--- src/dmds_pkg.sv ---
// Shared types, constants and helpers for the dual motor duty slew limiter.
// No dependencies; every other file refers to it by scoped names.
package dmds_pkg;

  localparam int unsigned DUTY_W   = 16;
  localparam int unsigned VAL_W    = 17;
  localparam int unsigned REQ_W    = 18;
  localparam int unsigned KIND_W   = 3;
  localparam logic [DUTY_W-1:0] DUTY_MAX = 16'd10000;

  typedef enum logic [KIND_W-1:0] {
    KIND_SET   = 3'd0,
    KIND_FWD   = 3'd1,
    KIND_TURN  = 3'd2,
    KIND_STOP  = 3'd3,
    KIND_BRAKE = 3'd4,
    KIND_TICK  = 3'd5
  } kind_t;

  // Per-wheel command as seen by one wheel's update logic
  typedef struct packed {
    logic [KIND_W-1:0]        kind;
    logic signed [REQ_W-1:0]  req;
    logic [DUTY_W-1:0]        limit;
  } wheel_cmd_t;

  typedef struct packed {
    logic [DUTY_W-1:0] applied;
    logic [DUTY_W-1:0] goal;
  } wheel_state_t;

  // Saturate a signed request to 0..DUTY_MAX
  function automatic logic [DUTY_W-1:0] sat_duty(input logic signed [REQ_W-1:0] v);
    logic signed [REQ_W-1:0] max_s;
    max_s = $signed({{(REQ_W-DUTY_W){1'b0}}, DUTY_MAX});
    if (v < 0) begin
      sat_duty = '0;
    end else if (v > max_s) begin
      sat_duty = DUTY_MAX;
    end else begin
      sat_duty = v[DUTY_W-1:0];
    end
  endfunction

endpackage

--- src/dmds_in_if.sv ---
// Command channel: valid/ready handshake carrying one command item.
// Depends on dmds_pkg for field widths.
interface dmds_in_if;
  logic                                  valid;
  logic                                  ready;
  logic [dmds_pkg::KIND_W-1:0]           kind;
  logic signed [dmds_pkg::VAL_W-1:0]     first_value;
  logic signed [dmds_pkg::VAL_W-1:0]     second_value;

  modport source (output valid, kind, first_value, second_value, input ready);
  modport sink   (input valid, kind, first_value, second_value, output ready);
endinterface

--- src/dmds_out_if.sv ---
// Result channel: valid/ready handshake carrying duties and direction levels.
// Depends on dmds_pkg for field widths.
interface dmds_out_if;
  logic                          valid;
  logic                          ready;
  logic [dmds_pkg::DUTY_W-1:0]   left_duty;
  logic [dmds_pkg::DUTY_W-1:0]   right_duty;
  logic                          left_dir_level;
  logic                          right_dir_level;
  logic                          braking;

  modport source (output valid, left_duty, right_duty, left_dir_level,
                  right_dir_level, braking, input ready);
  modport sink   (input valid, left_duty, right_duty, left_dir_level,
                  right_dir_level, braking, output ready);
endinterface

--- src/dmds_cfg_if.sv ---
// Configuration write channel carrying the acceleration limit.
// Depends on dmds_pkg for the data width.
interface dmds_cfg_if;
  logic                          valid;
  logic                          ready;
  logic [dmds_pkg::DUTY_W-1:0]   data;

  modport source (output valid, data, input ready);
  modport sink   (input valid, data, output ready);
endinterface

--- src/dmds_wheel.sv ---
// Next applied and goal duty for one wheel, purely combinational.
// Depends on dmds_pkg for types and the saturation helper.
module dmds_wheel (
  input  dmds_pkg::wheel_cmd_t   cmd,
  input  dmds_pkg::wheel_state_t cur,
  output dmds_pkg::wheel_state_t nxt
);

  localparam int unsigned RW = dmds_pkg::REQ_W;

  logic signed [RW-1:0] cur_s;
  logic signed [RW-1:0] goal_s;
  logic signed [RW-1:0] lim_s;
  logic signed [RW-1:0] delta;
  logic [dmds_pkg::DUTY_W-1:0] req_sat;
  logic [dmds_pkg::DUTY_W-1:0] slewed;

  assign cur_s   = $signed({{(RW-dmds_pkg::DUTY_W){1'b0}}, cur.applied});
  assign goal_s  = $signed({{(RW-dmds_pkg::DUTY_W){1'b0}}, cur.goal});
  assign lim_s   = $signed({{(RW-dmds_pkg::DUTY_W){1'b0}}, cmd.limit});
  assign delta   = goal_s - cur_s;
  assign req_sat = dmds_pkg::sat_duty(cmd.req);

  // Step toward the goal by at most the limit
  always_comb begin
    if (delta > lim_s) begin
      slewed = dmds_pkg::sat_duty(cur_s + lim_s);
    end else if (delta < -lim_s) begin
      slewed = dmds_pkg::sat_duty(cur_s - lim_s);
    end else begin
      slewed = cur.goal;
    end
  end

  always_comb begin
    nxt = cur;
    case (dmds_pkg::kind_t'(cmd.kind))
      dmds_pkg::KIND_SET, dmds_pkg::KIND_FWD, dmds_pkg::KIND_TURN: begin
        nxt.goal = req_sat;
        if (cmd.limit == '0) nxt.applied = req_sat;
      end
      dmds_pkg::KIND_STOP, dmds_pkg::KIND_BRAKE: begin
        nxt.goal    = '0;
        nxt.applied = '0;
      end
      dmds_pkg::KIND_TICK: begin
        if (cmd.limit != '0) nxt.applied = slewed;
      end
      default: nxt = cur;
    endcase
  end

endmodule

--- src/dual_motor_duty_slew_limiter_unit.sv ---
// Dual motor duty slew limiter: top level.
// Accepted items pass the input register, then the result register.
// Throughput: one command item per cycle while results are taken, set by
// the single pass through the per-wheel update logic between them.
// Reset (rst_n low, synchronous): duties, goals and limit clear to zero,
// forward mode, both stages empty. Depends on dmds_pkg, the three channel
// interfaces and dmds_wheel.
module dual_motor_duty_slew_limiter_unit (
  input  logic              clk,
  input  logic              rst_n,
  dmds_in_if.sink           in_chan,
  dmds_out_if.source        out_chan,
  dmds_cfg_if.sink          cfg_chan
);

  localparam int unsigned RW = dmds_pkg::REQ_W;

  // Input register stage
  logic                               in_v_r;
  logic [dmds_pkg::KIND_W-1:0]        kind_r;
  logic signed [dmds_pkg::VAL_W-1:0]  a_r;
  logic signed [dmds_pkg::VAL_W-1:0]  b_r;

  // Block state
  logic [dmds_pkg::DUTY_W-1:0]        limit_r;
  dmds_pkg::wheel_state_t             left_r, right_r;
  dmds_pkg::wheel_state_t             left_nxt, right_nxt;
  logic                               brake_r, brake_nxt;

  // Result register
  logic                               out_v_r;
  logic [dmds_pkg::DUTY_W-1:0]        left_duty_r, right_duty_r;
  logic                               brake_out_r;

  logic                               advance;
  logic signed [RW-1:0]               a_s, b_s;
  logic signed [RW-1:0]               left_req, right_req;
  dmds_pkg::wheel_cmd_t               left_cmd, right_cmd;

  // The result register frees when empty or taken; the input stage moves
  // into it then, so a new item can enter every cycle if not stalled.
  assign advance        = in_v_r && (!out_v_r || out_chan.ready);
  assign in_chan.ready  = !in_v_r || advance;
  assign cfg_chan.ready = 1'b1;

  always_ff @(posedge clk) begin
    if (!rst_n) begin
      in_v_r <= 1'b0;
    end else if (in_chan.ready) begin
      in_v_r <= in_chan.valid;
    end
  end

  // Hold the payload while the stage is stalled
  always_ff @(posedge clk) begin
    if (in_chan.valid && in_chan.ready) begin
      kind_r <= in_chan.kind;
      a_r    <= in_chan.first_value;
      b_r    <= in_chan.second_value;
    end
  end

  // Per-wheel requests: turn splits the base speed by the difference
  assign a_s = RW'(a_r);
  assign b_s = RW'(b_r);

  always_comb begin
    left_req  = a_s;
    right_req = a_s;
    case (dmds_pkg::kind_t'(kind_r))
      dmds_pkg::KIND_SET: begin
        right_req = b_s;
      end
      dmds_pkg::KIND_TURN: begin
        left_req  = a_s - b_s;
        right_req = a_s + b_s;
      end
      default: begin
        left_req  = a_s;
        right_req = a_s;
      end
    endcase
  end

  assign left_cmd  = '{kind: kind_r, req: left_req,  limit: limit_r};
  assign right_cmd = '{kind: kind_r, req: right_req, limit: limit_r};

  dmds_wheel u_left  (.cmd(left_cmd),  .cur(left_r),  .nxt(left_nxt));
  dmds_wheel u_right (.cmd(right_cmd), .cur(right_r), .nxt(right_nxt));

  // Brake sets brake mode; forward and turn drop it
  always_comb begin
    case (dmds_pkg::kind_t'(kind_r))
      dmds_pkg::KIND_FWD, dmds_pkg::KIND_TURN: brake_nxt = 1'b0;
      dmds_pkg::KIND_BRAKE:                    brake_nxt = 1'b1;
      default:                                 brake_nxt = brake_r;
    endcase
  end

  // Commit state as an item leaves the input stage; limit on config write
  always_ff @(posedge clk) begin
    if (!rst_n) begin
      limit_r <= '0;
      left_r  <= '0;
      right_r <= '0;
      brake_r <= 1'b0;
    end else begin
      if (cfg_chan.valid) limit_r <= cfg_chan.data;
      if (advance) begin
        left_r  <= left_nxt;
        right_r <= right_nxt;
        brake_r <= brake_nxt;
      end
    end
  end

  always_ff @(posedge clk) begin
    if (!rst_n) begin
      out_v_r <= 1'b0;
    end else if (!out_v_r || out_chan.ready) begin
      out_v_r <= in_v_r;
    end
  end

  always_ff @(posedge clk) begin
    if (advance) begin
      left_duty_r  <= left_nxt.applied;
      right_duty_r <= right_nxt.applied;
      brake_out_r  <= brake_nxt;
    end
  end

  assign out_chan.valid           = out_v_r;
  assign out_chan.left_duty       = left_duty_r;
  assign out_chan.right_duty      = right_duty_r;
  assign out_chan.left_dir_level  = !brake_out_r;
  assign out_chan.right_dir_level = 1'b0;
  assign out_chan.braking         = brake_out_r;

endmodule

--- src/flat_wrapper.sv ---
// flat-port wrapper written by rule: the top's interface ports become plain ports
module dual_motor_duty_slew_limiter_unit_flat 
  (clk, rst_n, in_chan_valid, in_chan_kind, in_chan_first_value, in_chan_second_value, in_chan_ready, out_chan_valid, out_chan_left_duty, out_chan_right_duty, out_chan_left_dir_level, out_chan_right_dir_level, out_chan_braking, out_chan_ready, cfg_chan_valid, cfg_chan_data, cfg_chan_ready);
  dmds_in_if in_chan_i ();
  dmds_out_if out_chan_i ();
  dmds_cfg_if cfg_chan_i ();
  input  logic clk;
  input  logic rst_n;
  input wire logic [$bits(in_chan_i.valid)-1:0] in_chan_valid;
  input wire logic [$bits(in_chan_i.kind)-1:0] in_chan_kind;
  input wire logic [$bits(in_chan_i.first_value)-1:0] in_chan_first_value;
  input wire logic [$bits(in_chan_i.second_value)-1:0] in_chan_second_value;
  output wire logic [$bits(in_chan_i.ready)-1:0] in_chan_ready;
  output wire logic [$bits(out_chan_i.valid)-1:0] out_chan_valid;
  output wire logic [$bits(out_chan_i.left_duty)-1:0] out_chan_left_duty;
  output wire logic [$bits(out_chan_i.right_duty)-1:0] out_chan_right_duty;
  output wire logic [$bits(out_chan_i.left_dir_level)-1:0] out_chan_left_dir_level;
  output wire logic [$bits(out_chan_i.right_dir_level)-1:0] out_chan_right_dir_level;
  output wire logic [$bits(out_chan_i.braking)-1:0] out_chan_braking;
  input wire logic [$bits(out_chan_i.ready)-1:0] out_chan_ready;
  input wire logic [$bits(cfg_chan_i.valid)-1:0] cfg_chan_valid;
  input wire logic [$bits(cfg_chan_i.data)-1:0] cfg_chan_data;
  output wire logic [$bits(cfg_chan_i.ready)-1:0] cfg_chan_ready;
  assign in_chan_i.valid = in_chan_valid;
  assign in_chan_i.kind = in_chan_kind;
  assign in_chan_i.first_value = in_chan_first_value;
  assign in_chan_i.second_value = in_chan_second_value;
  assign in_chan_ready = in_chan_i.ready;
  assign out_chan_valid = out_chan_i.valid;
  assign out_chan_left_duty = out_chan_i.left_duty;
  assign out_chan_right_duty = out_chan_i.right_duty;
  assign out_chan_left_dir_level = out_chan_i.left_dir_level;
  assign out_chan_right_dir_level = out_chan_i.right_dir_level;
  assign out_chan_braking = out_chan_i.braking;
  assign out_chan_i.ready = out_chan_ready;
  assign cfg_chan_i.valid = cfg_chan_valid;
  assign cfg_chan_i.data = cfg_chan_data;
  assign cfg_chan_ready = cfg_chan_i.ready;
  dual_motor_duty_slew_limiter_unit u_core (.clk(clk), .rst_n(rst_n), .in_chan(in_chan_i), .out_chan(out_chan_i), .cfg_chan(cfg_chan_i));
endmodule
--- config.mk ---
export PLATFORM = sky130hd
export DESIGN_NAME = dual_motor_duty_slew_limiter_unit_flat
export DESIGN_NICKNAME = d
export VERILOG_FILES = /design/src/dmds_pkg.sv /design/src/dmds_in_if.sv /design/src/dmds_out_if.sv /design/src/dmds_cfg_if.sv /design/src/dmds_wheel.sv /design/src/dual_motor_duty_slew_limiter_unit.sv /design/src/flat_wrapper.sv
export SDC_FILE = /design/constraint.sdc
export NUM_CORES = 1
export LEC_CHECK = 0
export BUFFER_PORTS_ARGS = -buffer_cell sky130_fd_sc_hd__buf_4
export CELL_PAD_IN_SITES_DETAIL_PLACEMENT = 0
export CELL_PAD_IN_SITES_GLOBAL_PLACEMENT = 1
export CORE_MARGIN = 2
export CORE_UTILIZATION = 51
export DETAILED_ROUTE_END_ITERATION = 10
export PLACE_DENSITY = 0.87
export SYNTH_ARGS = -nofsm -noshare
export SYNTH_HDL_FRONTEND = slang
export SYNTH_SLANG_ARGS = --single-unit
export TNS_END_PERCENT = 30
--- constraint.sdc ---
create_clock -name clk -period 8.55 [get_ports clk]
set_input_delay 2.565 -clock clk [delete_from_list [all_inputs] [get_ports clk]]
set_output_delay 2.565 -clock clk [all_outputs]
set_load 0.005 [all_outputs]
==> flow_summary.ini <==
[outcome]
outcome = completed

[clocking]
cts_sinks = 153
clockBufferDepth = 2
postCtsSetupBuffers = 0
ctsRootBufferMaster = clkbuf_16
cts_resized = 0
clkLatencyLatePin_ns = 0.47
cts_tree = done
clkTransAtPathRegs_ns = 0.08
cts_hold_buf = 0
cts_buffers = 17
cts_max_level = 4

[setup_path]
end_kind = flip-flop
cp-start-kind = flip-flop
cp_max_fo = 11
cp.required_ns = 8.77
critPathArrivalTime_ns = 6.23
crit_type = flip-flop to flip-flop

[die]
dieWidth_um = 184
die_area_um2 = 33900
ios = 96
start_util_pct = 52.1
placement_rows = 65
core_area_um2 = 31700
die_h_um = 184

[sta]
setup_ws_ns = 2.54
max_slew_margin_pct = 23.3
hold_ws_ns = 0.503
finalSetupViolCount = 0
tightest_slew_ns = 1.14
clock_skew_ns = 0.0199
grt_setup_unrepaired = no
hold_violations = 0
fin_crit_sh_pct = 70.2
finalMaxSlewViolations = 0
fmax_mhz = 166
fin_tns_setup_ns = 0
period_minus_slack_ns = 6.01

[placement]
placed_cells = 2456
post-place-ws_ns = 2.76
routabilityCongestion = 1.01
dpl_cell_area_um2 = 17400
port_buffers = 93
hpwl_um = 45500

[detailed_routing]
routed_wl_um = 57400
first_pass_iters = 5
antenna_left = 0
via_per_inst = 6.57
drtIter0Drc = 1700
wl_per_cell_um = 23.1
vias = 16300
drc = 0

[logic_synthesis]
syn_inst = 2039
synth.ff_latch_count = 153
synthAdderAreaFrac_pct = 16.0
syn-num-nets = 2302
synthArstFlopShare_pct = 0
synth_ff_type = dfxtp_1
synth_top_family_by_area = compound AO/OA/AOI/OAI gates
ys_types = 111
ys_seq_area_share_pct = 22.8
synth_compound_area_share_pct = 28.6
synth-simple-area-share_pct = 20.7
synthMuxAreaShare_pct = 1.60
syn_avg_cell_area_um2 = 8.10
yosys.area_share.xor_xnor_pct = 4.72
syn-cell-area_um2 = 16500
yosys_warnings = 0
synth_edf_count = 70

[pwr]
power_frac_clock_pct = 25.9
p_sw_share_pct = 42.8
pwr-share-comb_pct = 45.4
p_int_mw = 1.72
p_leak_nw = 7.49
power.switching_mw = 1.28
ir_worst_vdd_v = 0.000142
p_seq_share_pct = 28.7
finalPower_mw = 3.00
pwr_density_cell_nw_per_um2 = 167

[layout]
nets = 2336
antenna_cells = 0
drive_above_1_share_pct = 9.68
area_growth_pct = 9.07
stdcell_count = 2488
design_area_um2 = 18000
fin_util_pct = 56.8
fill_cells = 2919

[global_routing]
grt_usage_pct = 33.7
grt_pass1_wl_um = 87200
overflow = 0
grt_max_degree = 80
grt_antenna_before_repair = 2
grt_pass1_vias = 15200

[worst_hold_path]
hold_class = flip-flop to flip-flop

[flow_run]
max_cap_violations = 0
==> cells in the final DEF, fill, tap and decap left out, types with 31 or more instances in the layout <==
cell type and n:
nor2_1 136, o21ai_0 128, xnor2_1 72, a21oi_1 131
dfxtp_1 83, a211oi_1 31, nor3_1 65, edfxtp_1 70
nor2b_1 62, nand2_1 149, inv_1 139, buf_4 105
nand3_1 55, a21o_1 36, ha_1 197
==> sequential cells by signal (all words and copies together) (netlist names) <==
register and cells:
u_core.a_r 17, u_core.out_chan.valid 1, u_core.out_chan.left_duty 16, u_core.b_r 17, u_core.left_r 32, u_core.kind_r 3
u_core.right_r 32, u_core.limit_r 16, u_core.in_v_r 1, u_core.out_chan.braking 1, u_core.brake_r 1, u_core.out_chan.right_duty 16
==> final timing paths <==
check                                   to  slack (ns)               start  cells past startpoint
max          u_core.out_chan.right_duty[3]        2.54  u_core.right_r[17]                     23
min                         u_core.brake_r        0.50      u_core.brake_r                      2
max reg2reg  u_core.out_chan.right_duty[3]        2.54  u_core.right_r[17]                     23
min reg2reg                 u_core.brake_r        0.50      u_core.brake_r                      2
==> Yosys cell counts (9+ instances only) <==
| cell | instances | area share [%] |
|---|---|---|
| ha_1 | 197 | 15 |
| nand2_1 | 149 | 3.4 |
| inv_1 | 140 | 3.2 |
| nor2_1 | 136 | 3.1 |
| a21oi_1 | 131 | 4.0 |
| o21ai_0 | 128 | 3.9 |
| dfxtp_1 | 83 | 10 |
| xnor2_1 | 72 | 3.8 |
| edfxtp_1 | 70 | 13 |
| nor3_1 | 65 | 2.0 |
| nor2b_1 | 62 | 2.3 |
| clkbuf_1 | 58 | 1.3 |
| nand3_1 | 55 | 1.7 |
| a21o_1 | 36 | 1.6 |
| a211oi_1 | 31 | 1.4 |
| nand2b_1 | 30 | 1.1 |
| o211ai_1 | 29 | 1.3 |
| a31oi_1 | 28 | 1.1 |
| mux2i_1 | 23 | 1.4 |
| nand4_1 | 22 | 0.83 |
| or3_1 | 22 | 0.83 |
| o21a_1 | 21 | 0.95 |
| a21boi_0 | 20 | 0.91 |
| buf_2 | 18 | 0.55 |
| and3_1 | 17 | 0.64 |
| nor3b_1 | 17 | 0.77 |
| xor2_1 | 17 | 0.90 |
| and2_1 | 16 | 0.61 |
| nor4_1 | 14 | 0.53 |
| o21ai_1 | 14 | 0.42 |
| o31ai_1 | 14 | 0.64 |
| a22oi_1 | 12 | 0.55 |
| o21bai_1 | 12 | 0.55 |
| o211a_1 | 11 | 0.67 |
| o22ai_1 | 11 | 0.42 |
| or2_2 | 11 | 0.42 |
| a32oi_1 | 10 | 0.53 |
| a221o_1 | 9 | 0.55 |
| o221ai_1 | 9 | 0.48 |
| o311a_1 | 9 | 0.55 |
| o31a_1 | 9 | 0.48 |
==> critical path: stages (launching register included) <==
cell	delay, ns
dfxtp_1	0.47
inv_1	0.17
ha_1	0.30
nor2b_1	0.12
o21ai_0	0.19
a21boi_0	0.14
o21ai_0	0.26
a21boi_0	0.21
o2111ai_1	0.28
nand3_1	0.14
a31oi_1	0.26
nor2b_1	0.07
nor2_1	0.12
xnor2_1	0.11
ha_1	0.30
and4_1	0.22
nand3_1	0.10
a211o_1	0.24
a221o_1	0.39
nor2_1	0.74
nor2_1	0.20
a31oi_1	0.30
a221oi_2	0.10
a211o_1	0.31
==> per-layer routing <==
| metal | wire, um | part of all wire, % | track usage [%] |
|---|---|---|---|
| met3 | 5200 | 9.0 | 5.74 |
| met4 | 2420 | 4.2 | 13.5 |
| met1 | 24800 | 43 | 45.9 |
| met2 | 25000 | 44 | 53.2 |
| met5 | 11 | 0.019 | 0 |
==> layout make-up <==
cell class	instances	area, um2	area share, %
timing repair buffer	105	788	4.37
clock buffer	18	439	2.44
inverter	143	537	2.98
sequential	153	3760	20.9
clock inverter	14	153	0.847
multi-input combinational	1653	11800	65.7
tap	402	503	2.79
==> kinds of logic (layout without fill, tap and decap cells) <==
family / after synthesis / in the layout
mux: 25 / 25
buf+inv: 233 / 280
other cells: 2 / 2
fa+ha+maj: 207 / 207
flops: 153 / 153
simple gates: 661 / 661
xor+xnor: 89 / 89
compound gates: 669 / 669
==> power groups by stage <==
stage	Clock (mW)	Combinational, mW	Sequential, mW
final	0.778	1.36	0.861
after global routing	0.811	1.49	0.864
after CTS	0.782	1.33	0.858
after detailed placement	0	1.32	0.874
after global placement	0	1.30	0.873
after floorplan	0	0.983	0.850
(Power assumes the default switching activity.)
